`src/hw/rtl/efws_pkg.sv`:
```
// ---------------------------------------------------------------------------
// efws_pkg
// Shared widths, constants, cell control type and time arithmetic for the
// earliest-free worker scheduler.
// ---------------------------------------------------------------------------
package efws_pkg;

   localparam int TIME_W   = 48;
   localparam int DUR_W    = 32;
   localparam int WORKER_W = 4;
   localparam int CSR_W    = 5;

   localparam logic [TIME_W-1:0] TIME_MAX = {TIME_W{1'b1}};

   typedef struct packed {
      logic clear;
      logic update;
   } cell_ctrl_type;

   // finish time after a job, saturating at the largest time value
   function automatic logic [TIME_W-1:0] sat_add(input logic [TIME_W-1:0] start,
                                                  input logic [DUR_W-1:0] dur);
      logic [TIME_W:0] sum;
      sum = {1'b0, start} + {{(TIME_W+1-DUR_W){1'b0}}, dur};
      return sum[TIME_W] ? TIME_MAX : sum[TIME_W-1:0];
   endfunction

endpackage

```
`src/hw/rtl/efws_cell.sv`:
```
// ---------------------------------------------------------------------------
// efws_cell
// One slot of the sorted chain: holds a (finish time, worker) entry and on
// update takes its right neighbor's entry, the inserted key, or keeps its own.
// ---------------------------------------------------------------------------
module efws_cell #(
   parameter int IDX_W    = 4,
   parameter int CELL_IDX = 0
) (
   input  logic                          clock,
   input  logic                          reset,
   input  efws_pkg::cell_ctrl_type       ctrl,
   input  logic                          active,
   input  logic [efws_pkg::TIME_W-1:0]   key_time,
   input  logic [IDX_W-1:0]              key_idx,
   input  logic                          nb_lt,
   input  logic [efws_pkg::TIME_W-1:0]   nb_time,
   input  logic [IDX_W-1:0]              nb_idx,
   output logic                          lt,
   output logic [efws_pkg::TIME_W-1:0]   time_out,
   output logic [IDX_W-1:0]              idx_out
);

   localparam logic FIRST = (CELL_IDX == 0);

   logic [efws_pkg::TIME_W-1:0] time_ff, time_in;
   logic [IDX_W-1:0]            idx_ff, idx_in;

   // worker index breaks ties, so keys never compare equal
   assign lt       = active && ({time_ff, idx_ff} < {key_time, key_idx});
   assign time_out = time_ff;
   assign idx_out  = idx_ff;

   always_comb begin
      time_in = time_ff;
      idx_in  = idx_ff;
      if (ctrl.clear) begin
         time_in = '0;
         idx_in  = IDX_W'(CELL_IDX);
      end else if (ctrl.update) begin
         if (nb_lt) begin
            time_in = nb_time;
            idx_in  = nb_idx;
         end else if (FIRST || lt) begin
            time_in = key_time;
            idx_in  = key_idx;
         end
      end
   end

   always_ff @(posedge clock) begin
      if (reset) begin
         time_ff <= '0;
         idx_ff  <= IDX_W'(CELL_IDX);
      end else begin
         time_ff <= time_in;
         idx_ff  <= idx_in;
      end
   end

endmodule

```
`src/hw/rtl/earliest_free_worker_scheduler_top.sv`:
```
// A result is registered and valid in the cycle after its request is accepted.
// Requests are not taken while the chain reinserts the updated entry, which it
// does in the cycle after the head is taken, nor while a result is not accepted.
// Reset (synchronous, active high): 16 workers in use (at most MAX_WORKERS),
// all free at time zero; a worker count write clears the chain the same way.
// ---------------------------------------------------------------------------
// earliest_free_worker_scheduler_top
// Assigns each job to the worker that is free first, using a sorted chain of
// (finish time, worker) cells whose head is always the earliest worker.
// ---------------------------------------------------------------------------
module earliest_free_worker_scheduler_top #(
   parameter int MAX_WORKERS = 16
) (
   input  logic        clock,
   input  logic        reset,
   // configuration
   input  logic        csr_valid,
   output logic        csr_ready,
   input  logic [7:0]  csr_data,     // [4:0] worker_count
   // requests
   input  logic        req_tvalid,
   output logic        req_tready,
   input  logic [31:0] req_tdata,    // [31:0] job_duration
   // results
   output logic        rsp_tvalid,
   input  logic        rsp_tready,
   output logic [55:0] rsp_tdata     // [3:0] worker, [51:4] start_time
);

   localparam int IDX_W       = (MAX_WORKERS > 1) ? $clog2(MAX_WORKERS) : 1;
   localparam int CNT_W       = $clog2(MAX_WORKERS + 1);
   localparam int RESET_COUNT = (MAX_WORKERS < 16) ? MAX_WORKERS : 16;
   localparam int TW          = efws_pkg::TIME_W;

   logic [CNT_W-1:0]  count_ff, count_in;
   logic              busy_ff;
   logic              rsp_valid_ff;
   logic [TW-1:0]     rsp_start_ff;
   logic [efws_pkg::WORKER_W-1:0] rsp_worker_ff;
   logic [TW-1:0]     key_time_ff;
   logic [IDX_W-1:0]  key_idx_ff;

   logic [MAX_WORKERS-1:0] active;
   logic [MAX_WORKERS-1:0] lt;
   logic [TW-1:0]          cell_time [MAX_WORKERS];
   logic [IDX_W-1:0]       cell_idx  [MAX_WORKERS];

   efws_pkg::cell_ctrl_type ctrl;

   logic        req_fire, csr_fire;
   logic [31:0] head_idx_ext;
   logic [efws_pkg::CSR_W-1:0] csr_value;

   assign csr_ready  = 1'b1;
   assign csr_fire   = csr_valid & csr_ready;
   assign csr_value  = csr_data[efws_pkg::CSR_W-1:0];
   assign req_tready = !busy_ff && (!rsp_valid_ff || rsp_tready);
   assign req_fire   = req_tvalid & req_tready;

   assign rsp_tvalid = rsp_valid_ff;
   assign rsp_tdata  = {4'b0, rsp_start_ff, rsp_worker_ff};

   assign head_idx_ext = 32'(cell_idx[0]);

   assign ctrl.clear  = csr_fire;
   assign ctrl.update = busy_ff;

   // clamp written worker count to 1..MAX_WORKERS
   always_comb begin
      if (csr_value == '0) begin
         count_in = CNT_W'(1);
      end else if (int'(csr_value) > MAX_WORKERS) begin
         count_in = CNT_W'(MAX_WORKERS);
      end else begin
         count_in = CNT_W'(csr_value);
      end
   end

   always_ff @(posedge clock) begin
      if (reset) begin
         count_ff     <= CNT_W'(RESET_COUNT);
         busy_ff      <= 1'b0;
         rsp_valid_ff <= 1'b0;
      end else begin
         if (csr_fire) begin
            count_ff <= count_in;
         end
         busy_ff <= req_fire;
         if (req_fire) begin
            rsp_valid_ff <= 1'b1;
         end else if (rsp_tready) begin
            rsp_valid_ff <= 1'b0;
         end
      end
   end

   // head of the chain is the earliest free worker
   always_ff @(posedge clock) begin
      if (req_fire) begin
         rsp_start_ff  <= cell_time[0];
         rsp_worker_ff <= head_idx_ext[efws_pkg::WORKER_W-1:0];
         key_time_ff   <= efws_pkg::sat_add(cell_time[0], req_tdata);
         key_idx_ff    <= cell_idx[0];
      end
   end

   for (genvar i = 0; i < MAX_WORKERS; i++) begin : g_cell
      logic          nb_lt;
      logic [TW-1:0] nb_time;
      logic [IDX_W-1:0] nb_idx;

      assign active[i] = (CNT_W'(i) < count_ff);

      if (i == MAX_WORKERS - 1) begin : g_last
         assign nb_lt   = 1'b0;
         assign nb_time = '0;
         assign nb_idx  = '0;
      end else begin : g_mid
         assign nb_lt   = lt[i+1];
         assign nb_time = cell_time[i+1];
         assign nb_idx  = cell_idx[i+1];
      end

      efws_cell #(
         .IDX_W    (IDX_W),
         .CELL_IDX (i)
      ) u_cell (
         .clock    (clock),
         .reset    (reset),
         .ctrl     (ctrl),
         .active   (active[i]),
         .key_time (key_time_ff),
         .key_idx  (key_idx_ff),
         .nb_lt    (nb_lt),
         .nb_time  (nb_time),
         .nb_idx   (nb_idx),
         .lt       (lt[i]),
         .time_out (cell_time[i]),
         .idx_out  (cell_idx[i])
      );
   end

endmodule
```
`config.mk`:
```
export PLATFORM = sky130hd
export DESIGN_NAME = earliest_free_worker_scheduler_top
export DESIGN_NICKNAME = d
export VERILOG_FILES = /design/src/hw/rtl/efws_pkg.sv /design/src/hw/rtl/efws_cell.sv /design/src/hw/rtl/earliest_free_worker_scheduler_top.sv
export SDC_FILE = /design/constraint.sdc
export NUM_CORES = 2
export LEC_CHECK = 0
export ABC_AREA = 1
export BUFFER_PORTS_ARGS = -buffer_cell sky130_fd_sc_hd__buf_2
export CORE_UTILIZATION = 45
export DETAILED_ROUTE_END_ITERATION = 6
export GPL_ROUTABILITY_DRIVEN = 1
export PLACE_DENSITY = 0.6
export SLEW_MARGIN = 25
export SYNTH_ARGS = -nofsm -noshare
export SYNTH_HDL_FRONTEND = slang
export SYNTH_SLANG_ARGS = --single-unit
```
`constraint.sdc`:
```
create_clock -name clock -period 4 [get_ports clock]
set_input_delay 0.2 -clock clock [delete_from_list [all_inputs] [get_ports clock]]
set_output_delay 0.2 -clock clock [all_outputs]
set_load 0.005 [all_outputs]
```
==> run metrics <==
Max Slew Vio Count=0; Clock Tree Root=clkbuf_16; WL met2=96490 um; predominant post-synthesis flop cell=dfxtp_1; length of routed met3 wiring=~13000 um; top sig layer=met4; Crit path required time=4.63 ns; top post-synthesis cells by area=dfxtp_1, nand2_1, ha_1, nor2_1, nand3_1; synth unique cells=between 40 and 50; die area=between 150000 and 200000 um^2; RSZ-0062 raised after global routing=false; max cap viols=0; post-route DRC violation count=0; top cell type by total area after synthesis=dfxtp_1; Routed met1 length=roughly 110000 um; Post-Route Setup TNS=0 ns; clock skew=0.03371 ns; Seq/Total Area, Yosys=0.2877; Sw Ratio=0.3288; total number of vias=roughly 67000; nets=11910; Synth top area share=0.2441; P_sw=8.800 mW; Area Overhead vs Synth=10.33%; Finish-stage setup viols=0; Slew headroom=0.4320; cell count after synthesis=11180; HPWL Detailed=between 150000 and 200000 um; crit-path max FO=28; asr flop ratio synth=0; Routed WL=between 200000 and 250000 um; Avg WL per Cell=around 17 um; clock network power share=0.400; row count=143; Pint=around 18 mW; I/O Buffers=95; Worst Hold Class=input port to register; Clock Pin Slew Worst Setup and Hold Paths=approximately 0.060 ns; clock sinks=939; initial cell density of the core=0.4530; GPL Wtd Cong=a little over 0.9; initial antenna violation count=2; crit end category=register; largest net degree at the start of global routing=149; dpl cells=between 10000 and 15000; Final Hold Vio Count=0; status=finished, final reports clean; fmax=around 270 MHz; GRT Total Usage=0.2885; CP Data Arrival Time=4.38 ns; first-pass GRT wire length=between 300000 and 400000 um; CP Cell Sequence=inv_1 > ha_1 > nand4_1 > nor2_1 > nand2_1 > nor3_1 > nand2_2 > nand2_2 > nand2_1 > nand2_4 > buf_4 > nand2_1 > nand2_1 > nor2_1; CTS Buf Count=around 110; crit path time final=roughly 3.7 ns; top-count cell post-synth=nand2_1; Die Width=393.1 um; n_diodes=0; Iteration-0 DRC Markers=about 5000; CTS tree=done; EDFF count, synth=100; YS warnings=0; post-route ant nets=0; slowest CP cell=inv_1; Via density=between 5 and 6; worst vdd ir=roughly 0.33 mV; Final Cycle Share=0.9367; layout cells sized above 1=0.05976; Worst Tran Pin Value=0.8520 ns; top post-synthesis cells by count=nand2_1, nor2_1, nand3_1; cell repeated most along the worst path=nand2_1; Crit Path Class=register to register; #FFs+latches synth=about 940; maximum clock insertion buffer count=3; Synth Cell Area=a little under 70000 um^2; total grt overflow=0; H-Tree Depth=3; die height=393.1 um; Ports=104; startpoint types=register; Non-Filler Instances=~13000; share of total power in combinational logic=0.216; P per Cell Area=roughly 350 nW/um^2; Max stage delay on crit path=about 0.48 ns; Sequential Power Share=0.384; P_leak=roughly 42 nW; syn_area_per_cell=between 6 and 7 um^2; Worst-Skew Late Latency=around 0.75 ns; core area=around 150000 um^2; DRT Pass-1 Iters=6; vias in the first global route=between 60000 and 70000
worst max-delay path, delay by kind of cell (launching register included):
kind	cells	cell delay (ns)
adders and majority gates	1	0.24
buffers and inverters	2	0.84
DFF	1	0.39
and+or+nand+nor	11	2.13
power by group through the flow:
stage	Combinational [mW]	Sequential, mW	Clock (mW)
2_1_floorplan	4.03	10.3	0
3_3_place_gp	5.56	10.5	0
3_5_place_dp	5.69	10.5	0
4_1_cts	5.74	10.3	10.9
5_1_grt	6.56	10.3	11.2
6_report	5.78	10.3	10.7
cells by family after synthesis:
kind of cell | after synthesis | share of synthesized area
AND/OR/NAND/NOR | 7051 | 0.4142
XOR/XNOR | 20 | 0.002546
buffers and inverters | 1721 | 0.09964
adder cells (fa/ha/maj) | 798 | 0.1452
AO/OA/AOI/OAI | 646 | 0.05060
other | 2 | 0.0001091
flip-flops | 939 | 0.2877
cell usage in the layout, fill, tap and decap left out, drive strengths merged:
cell type and count:
o22ai 4, a31oi 4, a21oi 447, clkinv 42, a21o 29, inv 1083, edfxtp 100, dlygate4sd3 21
o2111ai 1, o21ai 102, nand2b 1, and2 4, nand4 114, or2 18, nand3 1201, nor3b 4
nand2 3947, bufinv 8, clkbuf 155, nor4 2, dfxtp 839, o21bai 16, nand3b 6, o21a 28
conb 5, nor2 1727, o211ai 5, nor3 26, a211oi 1, a21boi 9, ha 797, xnor2 7
clkinvlp 5, fa 1, xor2 13, nor4b 1, buf 388
per-stage QoR:
step	util	total power, mW	cell area, um^2	hold WS [ns]	setup slack [ns]
CTS	0.4998	26.90	75920	0.01080	0.2598
floorplan	-	14.36	68830	0.2724	0.6501
global placement	0.4734	16.03	71910	0.4154	0.4065
global route	0.4998	28.12	75930	0.06623	0.03509
finish	0.4998	26.77	75930	0.05105	0.2531
detailed placement	0.4734	16.16	71910	0.4202	0.3211
cell type report:
class	instances	area [um^2]
Tap cell	2030	2540
Inverter	1082	4065
Clock buffer	155	3258
Sequential cell	939	19800
Multi-Input combinational cell	8520	42400
Fill cell	15530	75980
Clock inverter	56	543.0
Timing Repair Buffer	409	3314
flip-flops by register name, summed over array words and instances (netlist names):
register                cells
key_time_ff                48
key_idx_ff                  4
g_cell.u_cell.time_out    768
rsp_tvalid                  1
rsp_start_ff               48
busy_ff                     1
count_ff                    5
g_cell.u_cell.idx_out      64
what timing repair did:
action,CTS,global route
resized for setup,0,1
endpoints found under the hold margin,24,0
hold buffers,21,0
endpoints found under the setup margin,0,23
buffers inserted,0,0
metal layers:
| metal | GRT usage | up-vias |
|---|---|---|
| met5 | 0 | - |
| met4 | 0.1046 | 0 |
| met3 | 0.02939 | 358 |
| met2 | 0.4515 | 1714 |
| met1 | 0.4083 | 30280 |
| li1 | - | 34920 |
path summary, 6_finish.rpt:
check             slack (ns)  depth (start not counted)                                        end                                     start
setup / recovery        0.25                         14  g_cell[7].u_cell.time_out[7]$_SDFFE_PP0P_             key_time_ff[45]$_SDFFCE_PP1P_
hold / removal          0.05                          4              key_time_ff[17]$_SDFFCE_PP1P_                             req_tdata[17]
setup reg to reg        0.25                         14  g_cell[7].u_cell.time_out[7]$_SDFFE_PP0P_             key_time_ff[45]$_SDFFCE_PP1P_
hold reg to reg         0.44                          0                    key_idx_ff[0]$_DFFE_PP_  g_cell[0].u_cell.idx_out[0]$_SDFFE_PP0P_
Note: power is estimated with default switching activity, not from simulation.
